### config.mk
export PLATFORM = sky130hd
export DESIGN_NAME = chp_queue
export DESIGN_NICKNAME = d
export VERILOG_FILES = /design/src/hw/rtl/chp_pkg.sv /design/src/hw/rtl/chp_queue.sv
export SDC_FILE = /design/constraint.sdc
export NUM_CORES = 1
export LEC_CHECK = 0
export BUFFER_PORTS_ARGS = -buffer_cell sky130_fd_sc_hd__buf_2
export CAP_MARGIN = 20
export CORE_MARGIN = 4
export CORE_UTILIZATION = 25
export CTS_BUF_LIST = sky130_fd_sc_hd__clkbuf_4
export DETAILED_ROUTE_END_ITERATION = 12
export PLACE_DENSITY = 0.5
export SLEW_MARGIN = 30
export SYNTH_ARGS = -nofsm -noshare
export SYNTH_HDL_FRONTEND = slang
export SYNTH_SLANG_ARGS = --single-unit
### constraint.sdc
create_clock -name clk -period 2.4 [get_ports clk]
set_input_delay 0.48 -clock clk [delete_from_list [all_inputs] [get_ports clk]]
set_output_delay 0.48 -clock clk [all_outputs]
set_load 0.01 [all_outputs]
### src/hw/rtl/chp_pkg.sv
// ----------------------------------------------------------------------------
// chp_pkg: shared types and constants for the convex hull block
// Holds the word format that passes from the front part to the back part.
// ----------------------------------------------------------------------------
package chp_pkg;

  localparam int MAX_POINTS_DEF = 64;
  localparam int MIN_HULL       = 3;
  localparam int QUEUE_DEPTH    = 4;

  // One queued input word, tagged by the front part
  typedef struct packed {
    logic signed [31:0] x;
    logic signed [31:0] y;
    logic               last;
    logic               keep;
    logic               ovf;
  } chp_item_t;

endpackage

### src/hw/rtl/chp_queue.sv
// ----------------------------------------------------------------------------
// chp_queue: short queue between the front and back parts
// First-in first-out store of tagged words.
// ----------------------------------------------------------------------------
module chp_queue (
  input  logic               clk,
  input  logic               rst_n,
  input  logic               push,
  input  chp_pkg::chp_item_t wr_item,
  output logic               full,
  input  logic               pop,
  output chp_pkg::chp_item_t rd_item,
  output logic               empty
);
  import chp_pkg::*;

  localparam int AW = $clog2(QUEUE_DEPTH);

  chp_item_t     mem_r [QUEUE_DEPTH];
  logic [AW-1:0] wp_r;
  logic [AW-1:0] rp_r;
  logic [AW:0]   cnt_r;

  assign full    = cnt_r == (AW+1)'(QUEUE_DEPTH);
  assign empty   = cnt_r == '0;
  assign rd_item = mem_r[rp_r];

  // Store the word at the write pointer
  always_ff @(posedge clk) begin
    if (push) begin
      mem_r[wp_r] <= wr_item;
    end
  end

  // Advance pointers and fill count
  always_ff @(posedge clk) begin
    if (!rst_n) begin
      wp_r  <= '0;
      rp_r  <= '0;
      cnt_r <= '0;
    end else begin
      if (push) wp_r <= wp_r + 1'b1;
      if (pop)  rp_r <= rp_r + 1'b1;
      cnt_r <= cnt_r + (AW+1)'(push) - (AW+1)'(pop);
    end
  end

endmodule

==> metrics.yaml, run 1 <==
placement:
  port_buffers: 139
  gp_congestion: 0.700
  place_area_um2: 11500
  dp_cells: 1052
final_layout:
  final_cells: 1256
  drive_gt1_share_pct: 47.5
  fin_nets: 763
  area_growth_pct: 34.1
  fin_area_um2: 13600
  final_common_cell: "edfxtp_1"
  final_cell_mix: "268 x edfxtp_1, 105 x clkbuf_4, 104 x buf_2"
pwr:
  pwr-share-seq_pct: 51.4
  power_frac_comb_pct: 12.8
  intPower_mw: 8.41
  total_power_mw: 10.9
  ir_drop_v: 0.000448
  power.density_nw_per_um2: 803
  switchingPower_mw: 2.52
  p_leak_nw: 4.69
  clkPwrFrac_pct: 35.8
  swShare_pct: 23.0
synthesis:
  syn-num-nets: 471
  synth_top_area_cell: "edfxtp_1"
  synth_area_leaders: "edfxtp_1 79%, mux4_2 15%, dfxtp_1 1.8%"
  synth.yosys.seq_area_share_pct: 81.1
  synth_cells: 393
  synthDominantCellAreaShare_pct: 79.3
  synth_area_per_cell_um2: 25.8
  ys_ff_latch: 277
  syn-cell-area_um2: 10100
  yosysUniqueCellTypes: 21
  yosys_warnings: 0
global_route:
  grt_max_degree: 68
  globalRouteOverflowTotal: 0
  grt_pass1_wl_mm: 33.5
  antenna_found_initial: 2
  grt_usage_pct: 10.2
  grt_pass1_vias: 5814
worst_setup_path:
  rr_endpoint: "cnt_r[2]"
  r2r-start: "cnt_r[0]"
  cp.arrival_ns: 2.08
  start_kind: "register"
  critPathCaptureType: "output port"
  max_stage_delay_ns: 0.53
  setup.worst_path.class: "reg -> out"
  crit_buf_inv: 3
  worstRegToRegCells: 7
  crit_slowest_cell: "mux4_2"
  critPathTopFamily: "multiplexers"
  required_ns: 1.92
  critPathMaxFanout: 7
  r2r_setup_slack_ns: 0.63
  crit_chain: "buf_12 -> clkbuf_16 -> mux4_2 -> buf_6"
clock_tree:
  clk_latency_ns: 0.68
  clkSlewWorstSetupHoldPaths_ns: 0.06
  htreeDepth: 3
  numCtsBuffers: 75
  clockBufferDepth: 3
  cts_tree: "done"
  cts.sinks: 277
  root_buffer: "clkbuf_4"
floorplan:
  start_util_pct: 25.4
  fp-row-count: 73
  die_y_um: 209
  core_um2: 39900
  ios: 140
  fp.dieArea_um2: 43900
  dieWidth_um: 209
min_path:
  whs_path_depth: 3
  holdCritStartpoint: "push"
  min_to: "wp_r[0]"
  hold_path.class: "in -> reg"
timing:
  worst_pin_slew_ns: 0.468
  period_minus_slack_ns: 2.56
  finalHoldViolCount: 0
  worst_slack_ns: -0.163
  rsz0062_at_grt: "true"
  maxSlewViolCount: 0
  setup_tns_ns: -8.72
  slew_headroom_pct: 68.8
  setup_violations: 67
  fin_skew_ns: 0.0337
  fmax_mhz: 390
  finalCritPeriodShare_pct: 107
detailed_routing:
  wl_mm: 22.7
  drc: 0
  initialDrtViolationCount: 196
  wl_per_cell_um: 18.0
  antenna_left: 0
  drt-pass1-iter-count: 4
  vias: 5121
  vias_per_cell: 4.08
outcome:
  outcome: "complete, but fails checks"
  violations: "setup timing"
flow_run:
  drv_cap: 0
[power by group through the flow]
stage / registers [mW] / logic [mW] / clock network, mW
after floorplan: 5.70 / 0.652 / 0
after global routing: 5.63 / 1.51 / 4.40
after CTS: 5.62 / 1.40 / 4.15
after global placement: 5.70 / 1.07 / 0
final: 5.62 / 1.40 / 3.91
after detailed placement: 5.72 / 1.10 / 0
[registers in the layout, indices dropped and copies added, names as in the netlist, named ones only]
name	count
rp_r	2
wp_r	2
mem_r	268
cnt_r	3
[per-stage QoR]
stage | worst slack [ns] | util [%] | hold slack [ns]
6_report | -0.163 | 34.1 | 0.177
5_1_grt | -0.338 | 34.1 | 0.104
4_1_cts | -0.340 | 33.8 | 0.0360
3_5_place_dp | 0.361 | 28.9 | 0.565
3_3_place_gp | 0.414 | 28.9 | 0.524
2_1_floorplan | 0.583 | - | 0.499
[metal layers]
layer / global-route usage, % / share of wire, %
met4: 4.93 / 2.5
met3: 3.47 / 5.8
met1: 11.8 / 41
met5: 0 / 0
met2: 17.0 / 51
[how the worst max path moves through the flow]
stage                        start           to  depth (start not counted)
after floorplan            wp_r[0]  mem_r[2][0]                          3
after global placement         pop     cnt_r[2]                          7
after detailed placement       pop     cnt_r[2]                          7
after CTS                 register  rd_item[58]                          4
after global routing      register  rd_item[64]                          4
final                     register  rd_item[65]                          4
[repair_timing]
item	in CTS	in global routing
hold buffers	69	0
gates resized for setup	40	7
gates cloned	5	3
setup buffers	4	1
hold endpoints to repair	272	0
pin swaps	0	0
setup endpoints to repair	67	67
[final cells by class]
| class | count | area (um^2) |
|---|---|---|
| fillers | 3793 | 26300 |
| flip-flops and latches | 277 | 8240 |
| repair buffers | 230 | 2040 |
| multi-input cells | 94 | 1760 |
| clock buffers | 105 | 788 |
| well taps | 525 | 657 |
| clock inverters | 16 | 92.6 |
| inverters | 7 | 26.3 |
| diodes | 2 | 5.00 |
[synth_stat cells]
library cell,instances
dfxtp_1,9
mux4_2,67
fa_1,1
edfxtp_1,268
mux2i_1,1
a21oi_1,1
buf_4,3
nor3_1,1
inv_1,7
and2_1,6
nor2_1,5
and3_1,1
xor3_1,1
buf_1,3
a21bo_2,1
nand3b_1,1
buf_12,4
xnor2_1,2
buf_2,4
buf_6,1
ha_1,6
[cells by family after synthesis]
logic type	Yosys count	synth area share, %
AOI/OAI and AO/OA	2	0.148
xor gates and xnor gates	3	0.407
adders and majority gates	7	0.937
buffers and inverters	22	1.69
DFF	277	81.1
muxes	68	15.0
and+or+nand+nor	14	0.740
[worst min-delay path: cells and delay by family]
kind	cells	cell delay, ns
xor gates and xnor gates	1	0.09
buffers and inverters	1	0.17
and+or+nand+nor	1	0.08
Note: power is estimated with default switching activity, not from simulation.
==> run 2, diff against run 1 <==
--- a/config.mk
+++ b/config.mk
@@ -12,6 +12,7 @@
 export CTS_BUF_LIST = sky130_fd_sc_hd__clkbuf_4
 export DETAILED_ROUTE_END_ITERATION = 12
 export PLACE_DENSITY = 0.5
+export RECOVER_POWER = 25
 export SLEW_MARGIN = 30
 export SYNTH_ARGS = -nofsm -noshare
 export SYNTH_HDL_FRONTEND = slang
==> run 2 against run 1 <==
The flow still finishes with violations (setup timing). Combinational power about the same. Clock power about the same. Routed wire length decreased by 0.10%. First-iteration DRC count rose by 4.6%. Cell count is the same. Count of clock-buffer cells in the layout unchanged. Critical endpoint is now rd_item[60]. Highest routed layer unchanged.
==> metrics.yaml, run 2 (same netlist as run 1, synthesis figures left out) <==
flow_run:
  drv_cap: 0  # unchanged
outcome:
  outcome: "complete, but fails checks"
  violations: "setup timing"
worst_setup_path:
  r2r_setup_slack_ns: 0.63  # about the same
  rr_endpoint: "cnt_r[2]"
  setup.worst_path.class: "reg -> out"
  worstRegToRegCells: 7  # unchanged
  start_kind: "register"
  critPathCaptureType: "output port"
  r2r-start: "cnt_r[0]"
  cp.arrival_ns: 2.09  # about the same
  required_ns: 1.92  # about the same
  critPathMaxFanout: 7  # unchanged
floorplan:
  die_y_um: 209  # unchanged
  core_um2: 39900  # unchanged
  ios: 140  # unchanged
  dieWidth_um: 209  # unchanged
  start_util_pct: 25.4  # unchanged
  fp.dieArea_um2: 43900  # unchanged
  fp-row-count: 73  # unchanged
final_layout:
  largest_reg_flops: 268  # unchanged
  final_cell_mix: "268 x edfxtp_1, 105 x clkbuf_4, 69 x dlygate4sd3_1"
  final_common_cell: "edfxtp_1"
  final_core_util_pct: 34.0  # -0.12 points
  fin_nets: 763  # unchanged
  drive_gt1_share_pct: 42.2  # -5.2 points
  top_register: "mem_r"
  reg_top3: "mem_r x268, cnt_r x3"
  area_growth_pct: 33.6
clock_tree:
  htreeDepth: 3  # unchanged
  clkSlewWorstSetupHoldPaths_ns: 0.06  # about the same
  cts_tree: "done"
  clk_latency_ns: 0.69  # about the same
  root_buffer: "clkbuf_4"
  numCtsBuffers: 75  # unchanged
  cts.sinks: 277  # unchanged
  clockBufferDepth: 3  # unchanged
pwr:
  swShare_pct: 23.1  # +0.037 points
  p_leak_nw: 4.59  # -2.2%
  power.density_nw_per_um2: 806  # +0.29%
  switchingPower_mw: 2.52  # +0.10%
  ir_drop_v: 0.000447  # -0.20%
  pwr-share-seq_pct: 51.4  # about the same
  total_power_mw: 10.9  # about the same
  clkPwrFrac_pct: 35.8  # about the same
  intPower_mw: 8.40  # -0.11%
  power_frac_comb_pct: 12.7  # about the same
global_route:
  grt_max_degree: 68  # unchanged
  grt_pass1_vias: 5814  # unchanged
  antenna_found_initial: 2  # unchanged
  grt_usage_pct: 10.2  # unchanged
  globalRouteOverflowTotal: 0  # unchanged
  grt_pass1_wl_mm: 33.5  # unchanged
min_path:
  whs_path_depth: 3  # unchanged
  holdCritStartpoint: "push"
  min_to: "wp_r[0]"
  hold_path.class: "in -> reg"
detailed_routing:
  wl_per_cell_um: 18.0  # -0.10%
  vias_per_cell: 4.09  # +0.31%
  drt-pass1-iter-count: 4  # unchanged
  drc: 0  # unchanged
  wl_mm: 22.6  # -0.10%
  antenna_left: 0  # unchanged
  initialDrtViolationCount: 205  # +4.6%
  vias: 5137  # +0.31%
timing:
  worst_pin_slew_ns: 0.468  # -0.000229 ns
  setup_violations: 67  # unchanged
  rsz0062_at_grt: "true"
  holdWs_ns: 0.175  # -0.00171 ns
  finalHoldViolCount: 0  # unchanged
  slew_headroom_pct: 68.8  # about the same
  finalCritPeriodShare_pct: 107  # +0.22 points
  worst_slack_ns: -0.168  # -0.00526 ns
  fin_skew_ns: 0.0330  # -0.000701 ns
  fmax_mhz: 389  # -0.20%
  maxSlewViolCount: 0  # unchanged
  period_minus_slack_ns: 2.57  # +0.00526 ns
placement:
  gp_congestion: 0.700  # unchanged
  port_buffers: 139  # unchanged
==> run 2: power groups by stage <==
stage	Sequential [mW]	Clock (mW)	Combinational [mW]
2_1_floorplan	5.70	0	0.652
4_1_cts	5.62	4.15	1.40
3_3_place_gp	5.70	0	1.07
6_report	5.62	3.91	1.39
3_5_place_dp	5.72	0	1.10
5_1_grt	5.63	4.40	1.51
==> run 2: worst max path at each step <==
stage / slack, ns / cells past startpoint / from / endpoint
floorplan: 0.58 / 3 / wp_r[0] / mem_r[2][0]
global placement: 0.41 / 7 / pop / cnt_r[2]
detailed placement: 0.36 / 7 / pop / cnt_r[2]
CTS: -0.34 / 4 / register / rd_item[58]
global route: -0.34 / 4 / register / rd_item[64]
finish: -0.17 / 4 / register / rd_item[60]
==> run 2: cell type report <==
| type | instances | area [um^2] |
|---|---|---|
| clock buffers | 105 | 788 |
| inverters | 7 | 26.3 |
| repair buffers | 230 | 1990 |
| flip-flops and latches | 277 | 8240 |
| diodes | 2 | 5.00 |
| clock inverters | 16 | 92.6 |
| multi-input cells | 94 | 1760 |
| fillers | 3811 | 26400 |
| well taps | 525 | 657 |
==> run 2: metal layers <==
| metal | track usage (%) | wire length, um | vias to the layer above |
|---|---|---|---|
| li1 | - | - | 2307 |
| met1 | 11.8 | 9220 | 2630 |
| met2 | 17.0 | 11500 | 158 |
| met3 | 3.47 | 1370 | 42 |
| met4 | 4.93 | 542 | 0 |
| met5 | 0 | 0 | - |
==> run 2: per-stage QoR <==
step	setup WS, ns	instances	cell area [um^2]	setup TNS, ns
2_1_floorplan	0.583	393	10100	0
3_3_place_gp	0.414	1052	11500	0
3_5_place_dp	0.361	1052	11500	0
4_1_cts	-0.340	1251	13500	-20.56
5_1_grt	-0.338	1256	13600	-20.41
6_report	-0.168	1256	13600	-8.88
==> run 2: worst max-delay path, cell delays in order (launching register included) <==
cell and delay [ns]:
dfxtp_4 0.36, buf_12 0.17, clkbuf_16 0.18, mux4_2 0.53, buf_6 0.15
==> run 2: what timing repair did <==
action                                  CTS  global route
gates resized for setup                  40             7
setup buffers                             4             1
hold buffers                             69             0
gates cloned                              5             3
endpoints found under the setup margin   67            67
hold endpoints to repair                272             0
