**src/hw/rtl/chp_pkg.sv**
```systemverilog
// ----------------------------------------------------------------------------
// chp_pkg: shared types and constants for the convex hull block
// Holds the word format that passes from the front part to the back part.
// ----------------------------------------------------------------------------
package chp_pkg;

  localparam int MAX_POINTS_DEF = 64;
  localparam int MIN_HULL       = 3;
  localparam int QUEUE_DEPTH    = 4;

  // One queued input word, tagged by the front part
  typedef struct packed {
    logic signed [31:0] x;
    logic signed [31:0] y;
    logic               last;
    logic               keep;
    logic               ovf;
  } chp_item_t;

endpackage

```
**src/hw/rtl/chp_front.sv**
```systemverilog
// ----------------------------------------------------------------------------
// chp_front: input side of the convex hull block
// Counts points of the current set, tags each word as kept or dropped and
// tracks overflow of the set.
// ----------------------------------------------------------------------------
module chp_front #(
  parameter int MaxPoints = chp_pkg::MAX_POINTS_DEF
) (
  input  logic                clk,
  input  logic                rst_n,
  input  logic                in_push,
  output logic                in_full,
  input  logic signed [31:0]  in_point_x,
  input  logic signed [31:0]  in_point_y,
  input  logic                in_last_point,
  input  logic                q_full,
  output logic                q_push,
  output chp_pkg::chp_item_t  q_item
);
  import chp_pkg::*;

  localparam int CW = $clog2(MaxPoints + 1);

  logic [CW-1:0] cnt_r;
  logic          ovf_r;
  logic          keep;

  // Tag the incoming word
  assign keep    = cnt_r < CW'(MaxPoints);
  assign in_full = q_full;
  assign q_push  = in_push && !q_full;
  assign q_item  = '{x: in_point_x, y: in_point_y, last: in_last_point,
                     keep: keep, ovf: ovf_r || !keep};

  // Advance the set count, clear it at the end of a set
  always_ff @(posedge clk) begin
    if (!rst_n) begin
      cnt_r <= '0;
      ovf_r <= 1'b0;
    end else if (q_push) begin
      if (in_last_point) begin
        cnt_r <= '0;
        ovf_r <= 1'b0;
      end else begin
        cnt_r <= cnt_r + CW'(keep);
        ovf_r <= ovf_r || !keep;
      end
    end
  end

endmodule

```
**config.mk**
```make
export PLATFORM = sky130hd
export DESIGN_NAME = chp_front
export DESIGN_NICKNAME = d
export VERILOG_FILES = /design/src/hw/rtl/chp_pkg.sv /design/src/hw/rtl/chp_front.sv
export SDC_FILE = /design/constraint.sdc
export NUM_CORES = 1
export LEC_CHECK = 0
export BUFFER_PORTS_ARGS = -buffer_cell sky130_fd_sc_hd__buf_2
export CAP_MARGIN = 15
export CELL_PAD_IN_SITES_DETAIL_PLACEMENT = 2
export CELL_PAD_IN_SITES_GLOBAL_PLACEMENT = 2
export CORE_MARGIN = 2
export CORE_UTILIZATION = 11
export CTS_CLUSTER_SIZE = 8
export DETAILED_ROUTE_END_ITERATION = 10
export PLACE_DENSITY_LB_ADDON = 0.1
export SLEW_MARGIN = 20
export SYNTH_ARGS = -nofsm -noshare
export SYNTH_HDL_FRONTEND = slang
export SYNTH_SLANG_ARGS = --single-unit
```
**constraint.sdc**
```tcl
create_clock -name clk -period 1.3 [get_ports clk]
set_input_delay 0.065 -clock clk [delete_from_list [all_inputs] [get_ports clk]]
set_output_delay 0.065 -clock clk [all_outputs]
set_load 0.02 [all_outputs]
```
==> qor.csv, run 1 <==
metric,value,unit
outcome,"finished, violations left",
violations,negative setup slack,
avgSynthCellArea,8.41,sq um
rows,33,
hpwl,1280,um
dpl-instance-area,611,sq um
rsz0062_at_grt,true,
drt_wl_total,1720,um
ant_nets,0,
top_usage_layer,met2,
fmax,0.734,GHz
globalRouteMet3Util,0.0253,
min_period_over_period,1.05,
clock-sinks,8,
htree_levels,1,
antenna_cells,0,
fin_area,719,sq um
grt_overflow,0,
path_clk_slew,0.05,ns
timing_max_transition_violations_final,0,
worst_pin_slew,0.255,ns
yosysTopAreaCell,buf_4,
cp.depth,6,
ir_drop,0.175,mV
power_frac_seq,0.405,
use_met2,0.0507,
cts_hold_buf,0,
met1_usage,0.0374,
layout_common_cells,"buf_2, dfxtp_1, buf_4",
max_stage_delay,0.37,ns
die_w,95.7,um
track_usage,0.0354,
final_common_cell,buf_2,
ys_ff_latch,8,
power_switching,0.145,mW
crit_chain,"inv_2, ha_4, ha_4, nand3b_1, or3_1, a21oi_2",
die_area,9160,sq um
cp_common_cell,ha_4,
drive_above_1_share,0.576,
power_frac_clock,0.495,
vias,426,
synth_cell_type_count,20,
cp-start-kind,register,
fin_crit,1.36,ns
worst-path-buf-inv,1,
worst_slack,-0.0626,ns
cp.required,1.46,ns
hold_depth,0,
io_buffers,9,
start_util,0.113,
num-fill-cells,974,
maxCapViolCount,0,
drc,0,
antenna_found_initial,0,
via_per_inst,2.60,
ys_top_cells_by_area,"buf_4, dfxtp_1, ha_1, a21oi_2, nor2_2",
boundaryPins,138,
cts_tree,yes,
setup_violations,4,
routedWlPerCell,10.5,um
hold_class,in -> out,
endpoint_kind,register,
crit_family,simple AND/OR/NAND/NOR gates,
die_h,95.7,um
swShare,0.232,
yosys_warnings,0,
cp_max_fo,5,
clkLatencyLatePin,0.23,ns
arrival,1.52,ns
grt_pass1_wl,2370,um
ys_seq_area_frac,0.173,
p_leak,0.231,nW
synth.cell_area,925,sq um
drtIter0Drc,6,
core,8180,sq um
finalClockSkew,0.000678,ns
critPathKind,reg -> reg,
grt_pass1_vias,464,
cpMaxStageDelayCell,or3_1,
firstDrtPassIters,2,
cts_buffers,3,
syn_nets,182,
power_density,870,nW/um^2
ff2ff_path_depth,6,
synth_top_area_frac,0.544,
p_int,0.480,mW
grt_max_degree,9,
fin_hold_ws,0.130,ns
hold_viol_final,0,
combPwrFrac,0.100,
area_growth,-22.2,%
synthCells,110,
gp_congestion,0.576,
cts-root-buf,clkbuf_8,
cts_buffer_depth,2,
max-slew-margin-rel,0.830,
final_nets,133,
==> cells in the mapped netlist (all sizes together) <==
| library cell | count |
|---|---|
| nand4 | 1 |
| a21bo | 1 |
| inv | 2 |
| or2 | 1 |
| o21ai | 4 |
| nor2 | 4 |
| dfxtp | 8 |
| nand2 | 1 |
| buf | 69 |
| and2b | 1 |
| nand3 | 1 |
| a21oi | 5 |
| or3 | 4 |
| nand4b | 1 |
| ha | 3 |
| nand3b | 1 |
| xnor2 | 1 |
| mux2i | 2 |
==> worst paths after layout <==
kind / startpoint / endpoint / slack (ns)
worst max-delay path: cnt_r[6] / cnt_r[6] / -0.06
worst min-delay path: in_point_y[11] / q_item[14] / 0.13
worst max register to register: cnt_r[6] / cnt_r[6] / -0.06
worst min register to register: ovf_r / ovf_r / 0.46
==> worst register-to-register path, delay by kind of cell, from the launching register on <==
| family | cells | cell delay, ns |
|---|---|---|
| AOI/OAI and AO/OA | 1 | 0.13 |
| and+or+nand+nor | 2 | 0.53 |
| buffers and inverters | 1 | 0.07 |
| DFF | 1 | 0.32 |
| adders and majority gates | 2 | 0.24 |
==> registers in the layout, indices dropped and copies added, names as in the netlist <==
| name | flops |
|---|---|
| ovf_r | 1 |
| cnt_r | 7 |
==> power by group through the flow <==
stage | combinational, mW | sequential [mW] | clock, mW
3_5_place_dp | 0.0602 | 0.256 | 0
3_3_place_gp | 0.0619 | 0.256 | 0
2_1_floorplan | 0.329 | 0.256 | 0
5_1_grt | 0.0702 | 0.253 | 0.340
6_report | 0.0627 | 0.254 | 0.310
4_1_cts | 0.0649 | 0.253 | 0.324
==> per-layer routing <==
| layer | routed length, um | vias to the layer above |
|---|---|---|
| met4 | 8 | 0 |
| met2 | 753 | 36 |
| met3 | 292 | 2 |
| met5 | 0 | - |
| li1 | - | 183 |
| met1 | 666 | 205 |
==> cells by family after synthesis <==
group | Yosys count | share of synthesized area
buffers and inverters | 71 | 0.576
AND/OR/NAND/NOR | 15 | 0.103
AO/OA/AOI/OAI | 10 | 0.0758
flip-flops | 8 | 0.173
adder cells (fa/ha/maj) | 3 | 0.0406
multiplexers | 2 | 0.0217
XOR/XNOR | 1 | 0.00947
==> what timing repair did <==
| item | 4_1_cts | 5_1_grt |
|---|---|---|
| setup buffers | 3 | 0 |
| setup endpoints to repair | 4 | 5 |
| pin swaps | 5 | 1 |
| resized for setup | 7 | 3 |
| gates cloned | 0 | 0 |
==> area by class of cell <==
type                    instances  area, sq um  area share
multi-input cells              31          274       0.381
flip-flops and latches          8          163       0.226
well taps                     105          131       0.183
repair buffers                 15          103       0.143
clock buffers                   3         41.3      0.0574
inverters                       2         7.51      0.0104
==> stage by stage <==
step / power, mW / instances / TNS [ns] / utilization / setup WS (ns)
after floorplan: 0.584 / 110 / 0 / - / 0.0155
after global placement: 0.318 / 158 / -0.184 / 0.0747 / -0.0885
after detailed placement: 0.316 / 158 / -0.296 / 0.0747 / -0.138
after CTS: 0.642 / 164 / -0.156 / 0.0868 / -0.0797
after global routing: 0.664 / 164 / -0.491 / 0.0880 / -0.124
final: 0.626 / 164 / -0.154 / 0.0880 / -0.0626
Note: power is estimated with default switching activity, not from simulation.
==> run 2: changes to the inputs <==
--- a/config.mk
+++ b/config.mk
@@ -5,6 +5,7 @@
 export SDC_FILE = /design/constraint.sdc
 export NUM_CORES = 1
 export LEC_CHECK = 0
+export ABC_AREA = 1
 export BUFFER_PORTS_ARGS = -buffer_cell sky130_fd_sc_hd__buf_2
 export CAP_MARGIN = 15
 export CELL_PAD_IN_SITES_DETAIL_PLACEMENT = 2
==> run 2 against run 1 <==
  * The run now ends clean
  * Clock-buffer cell count unchanged
  * Flip-flop and latch count unchanged
  * Via count grew 18%
  * Cell area is 3.7% higher
  * Core utilization is 0.23 points higher
  * Critical endpoint is now cnt_r[3]
  * Sequential share of layout area is 1.1 points lower
  * Largest cell class unchanged
  * Routed wire length is 12% higher
  * Clock power up 4%
  * Highest routed layer unchanged
  * Largest power group unchanged
==> qor.csv, run 2 <==
metric,value,unit
ys_top_cells_by_area,"buf_4, dfxtp_1, nand2_1, nor2_1, ha_1",
htree_levels,1,
totalPowerFinal,0.648,mW
synth.mux.area_fraction,0,
synth_cell_type_count,16,
cpMaxStageDelayCell,dfxtp_1,
cp-start-kind,register,
synth_most_common_cell,buf_4,
cp.required,1.42,ns
synth_top_area_frac,0.535,
grt_pass1_wl,3040,um
die_h,96.5,um
antenna_cells,0,
area_growth,-20.7,%
vias,502,
firstDrtPassIters,4,
utilization,0.0903,
worst-path-buf-inv,2,
cp_max_fo,3,
core,8260,sq um
grt_pass1_vias,592,
max-slew-margin-rel,0.844,
rsz0062_at_grt,true,
yosysTopAreaCell,buf_4,
cts-root-buf,clkbuf_8,
ant_nets,0,
final_common_cell,nand2_1,
final_nets,154,
boundaryPins,138,
via_per_inst,2.71,
drtIter0Drc,9,
min_period_over_period,0.962,
regMostFlops,cnt_r,
synth_edf_count,0,
timing_max_transition_violations_final,0,
hold_class,in -> out,
worst_pin_slew,0.233,ns
hold_viol_final,0,
critPathKind,reg -> reg,
path_clk_slew,0.05,ns
largestRegisters,"cnt_r (7), ovf_r (1)",
track_usage,0.0431,
grt_overflow,0,
fin_crit,1.25,ns
max_stage_delay,0.31,ns
drc,0,
cts_buffers,3,
hpwl,1500,um
largest_reg_flops,7,
synthCells,129,
setup_tns,0,ns
setup_violations,0,
die_w,96.5,um
maxCapViolCount,0,
cts_buffer_depth,2,
clock-sinks,8,
endpoint_kind,register,
ir_drop,0.172,mV
cts_hold_buf,0,
p_leak,0.275,nW
ys_ff_latch,8,
die_area,9310,sq um
synth_top_family_by_area,buffers and inverters,
crit_chain,"inv_2, buf_4, ha_2, nand3_2, nor2_4, nand2_1, nor3b_2",
finalClockSkew,0.000363,ns
outcome,finished clean,
synth_simple_gate_area_share,0.184,
rows,33,
async_flop_share,0,
synth_ff_type,dfxtp_1,
synthTopCellsByCount,"buf_4, nand2_1, nor2_1",
drt_wl_total,1920,um
yosys_warnings,0,
synth_adder_area_share,0.0399,
fin_hold_ws,0.130,ns
avgSynthCellArea,7.29,sq um
synth.cell_area,941,sq um
crit_family,simple AND/OR/NAND/NOR gates,
antenna_found_initial,0,
post-place-ws,-0.0337,ns
fmax,0.799,GHz
routedWlPerCell,10.4,um
layout_common_cells,"nand2_1, nor2_1, buf_2",
synth_compound_area_frac,0.0279,
power_density,868,nW/um^2
arrival,1.37,ns
io_buffers,9,
cts_tree,yes,
drive_above_1_share,0.438,
start_util,0.114,
synth_xor_area_frac,0,
syn_nets,201,
grt_max_degree,6,
clkLatencyLatePin,0.23,ns
ys_seq_area_frac,0.170,
worst_slack,0.0489,ns
gp_congestion,0.566,
==> run 2: per-layer routing <==
metal / global-route usage / vias up / wire length (um)
li1: - / 227 / -
met1: 0.0473 / 231 / 766
met2: 0.0671 / 32 / 914
met3: 0.0240 / 12 / 203
met4: 0.0211 / 0 / 38
met5: 0 / - / 0
==> run 2: path summary, 6_finish.rpt <==
kind | start | endpoint | slack [ns] | cells after the start
worst min register to register | ovf_r | ovf_r | 0.46 | 2
worst min-delay path | in_point_y[11] | q_item[14] | 0.13 | 0
worst max-delay path | cnt_r[6] | cnt_r[3] | 0.05 | 7
worst max register to register | cnt_r[6] | cnt_r[3] | 0.05 | 7
==> run 2: cell type report <==
class	instances	area, sq um
Clock buffer	3	41.3
Timing Repair Buffer	15	90.1
Tap cell	105	131
Fill cell	998	7510
Sequential cell	8	160
Multi-Input combinational cell	43	282
Inverter	11	41.3
==> run 2: cells by family after synthesis <==
group / after synthesis
buffers and inverters: 78
adders and majority gates: 3
DFF: 8
and+or+nand+nor: 37
AOI/OAI and AO/OA: 3
==> run 2: what timing repair did <==
action	4_1_cts	5_1_grt
buffers inserted	0	1
cloned	0	0
endpoints found under the setup margin	3	4
pin swaps	2	4
resized for setup	3	8
==> run 2: through the flow <==
step           cell area (sq um)  instances
4_1_cts                      708        184
5_1_grt                      746        185
3_3_place_gp                 652        181
2_1_floorplan                941        129
6_report                     746        185
3_5_place_dp                 652        181
==> run 2: where the power goes <==
group,total (mW),switching (mW),leakage (nW),internal [mW]
Sequential,0.253,0.00322,0.0648,0.250
Clock,0.323,0.120,0.0216,0.203
Combinational,0.0714,0.0463,0.188,0.0251
==> run 3: changes to the inputs <==
--- a/config.mk
+++ b/config.mk
@@ -7,14 +7,13 @@
 export LEC_CHECK = 0
 export ABC_AREA = 1
 export BUFFER_PORTS_ARGS = -buffer_cell sky130_fd_sc_hd__buf_2
-export CAP_MARGIN = 15
 export CELL_PAD_IN_SITES_DETAIL_PLACEMENT = 2
 export CELL_PAD_IN_SITES_GLOBAL_PLACEMENT = 2
-export CORE_MARGIN = 2
+export CORE_MARGIN = 4
 export CORE_UTILIZATION = 11
 export CTS_CLUSTER_SIZE = 8
 export DETAILED_ROUTE_END_ITERATION = 10
-export PLACE_DENSITY_LB_ADDON = 0.1
+export PLACE_DENSITY = 0.76
 export SLEW_MARGIN = 20
 export SYNTH_ARGS = -nofsm -noshare
 export SYNTH_HDL_FRONTEND = slang
==> run 3 against run 2 <==
  * Clock power down 6.2%
  * Routed wire length down 24%
  * Register-to-register slack better by 0.07 ns
  * Core utilization down 0.33 points
  * Die area up 8.5%
  * Fmax up 5.7%
  * Clock-buffer cell count unchanged
  * Critical path depth unchanged
  * Critical path type unchanged
  * Largest cell class unchanged
  * Largest power group unchanged
==> qor.csv, run 3 (synthesized netlist as in run 2, its figures left out) <==
metric,value,unit
fin_crit,1.18,ns
die_w,100,um
regMostFlops,cnt_r,
outcome,finished clean,
timing_max_transition_violations_final,0,
die_h,100,um
area_growth,-23.7,%
max-slew-margin-rel,0.857,
dpl-instance-area,629,sq um
cp_max_fo,4,
finalClockSkew,0.000627,ns
worst_slack,0.116,ns
grt_pass1_wl,2270,um
core,8260,sq um
largest_reg_flops,7,
vias,472,
setup_violations,0,
largestRegisters,"cnt_r (7), ovf_r (1)",
drc,0,
firstDrtPassIters,1,
critPathKind,reg -> reg,
grt_overflow,0,
p_leak,0.259,nW
drt_wl_total,1470,um
io_buffers,9,
grt_pass1_vias,518,
cp.required,1.42,ns
ir_drop,0.504,mV
clock-sinks,8,
die_area,10100,sq um
path_clk_slew,0.04,ns
ff2ff_path_depth,7,
cts_setup_buffers,0,
cts_buffer_depth,2,
cts-root-buf,clkbuf_8,
hold_class,in -> out,
boundaryPins,138,
grt_max_degree,6,
hpwl,1100,um
post-place-ws,-0.0670,ns
final_cell_count_no_fill,181,
fin_hold_ws,0.130,ns
hold_depth,0,
antenna_cells,0,
htree_levels,1,
ant_nets,0,
drive_above_1_share,0.368,
track_usage,0.0289,
via_per_inst,2.61,
worst_pin_slew,0.214,ns
clkLatencyLatePin,0.23,ns
fin_area,718,sq um
arrival,1.30,ns
setup_tns,0,ns
dpl.cell_count,178,
final_nets,150,
routedWlPerCell,8.11,um
layout_common_cells,"nand2_1, nor2_1, buf_2",
gp_congestion,0.715,
fmax,0.845,GHz
antenna_found_initial,0,
power_density,872,nW/um^2
reg2reg_slack,0.12,ns
start_util,0.114,
cts_buffers,3,
final_common_cell,nand2_1,
cts_tree,yes,
min_period_over_period,0.911,
cp-start-kind,register,
maxCapViolCount,0,
endpoint_kind,register,
drtIter0Drc,0,
rows,33,
hold_viol_final,0,
rsz0062_at_grt,false,
-- run 3: worst max-delay path, stage by stage (launching register included) --
cell and delay, ns:
dfxtp_1 0.40, ha_4 0.16, ha_4 0.13, nand3_4 0.08, nor2_4 0.14, nand3_2 0.07, nand2_1 0.06, nor2_1 0.04
-- run 3: final timing paths --
| kind | from | to |
|---|---|---|
| hold reg to reg | ovf_r | ovf_r |
| hold / removal | in_point_y[11] | q_item[14] |
| setup reg to reg | cnt_r[0] | cnt_r[6] |
| setup / recovery | cnt_r[0] | cnt_r[6] |
-- run 3: timing repair --
action	CTS	global route
pin swaps	1	2
setup endpoints to repair	2	2
hold buffers	0	0
resized for setup	3	6
-- run 3: area by class of cell --
class / count / area [sq um]
Clock buffer: 3 / 41.3
Fill cell: 1005 / 7540
Sequential cell: 8 / 160
Tap cell: 105 / 131
Timing Repair Buffer: 11 / 60.1
Multi-Input combinational cell: 43 / 284
Inverter: 11 / 41.3
-- run 3: per-layer routing --
layer	share of wire	vias up	routed length [um]	track usage
met4	0.036	0	53	0.0269
met3	0.095	8	140	0.00900
met2	0.47	16	689	0.0449
met5	0	-	0	0
li1	-	219	-	-
met1	0.40	229	585	0.0309
-- run 3: through the flow --
step,power [mW],utilization
5_1_grt,0.653,0.0870
2_1_floorplan,0.588,-
6_report,0.626,0.0870
3_3_place_gp,0.320,0.0762
3_5_place_dp,0.321,0.0762
4_1_cts,0.631,0.0824
-- run 3: power breakdown --
part,internal (mW),switching [mW]
registers,0.251,0.00600
clock network,0.201,0.102
logic,0.0252,0.0417
total,0.477,0.149
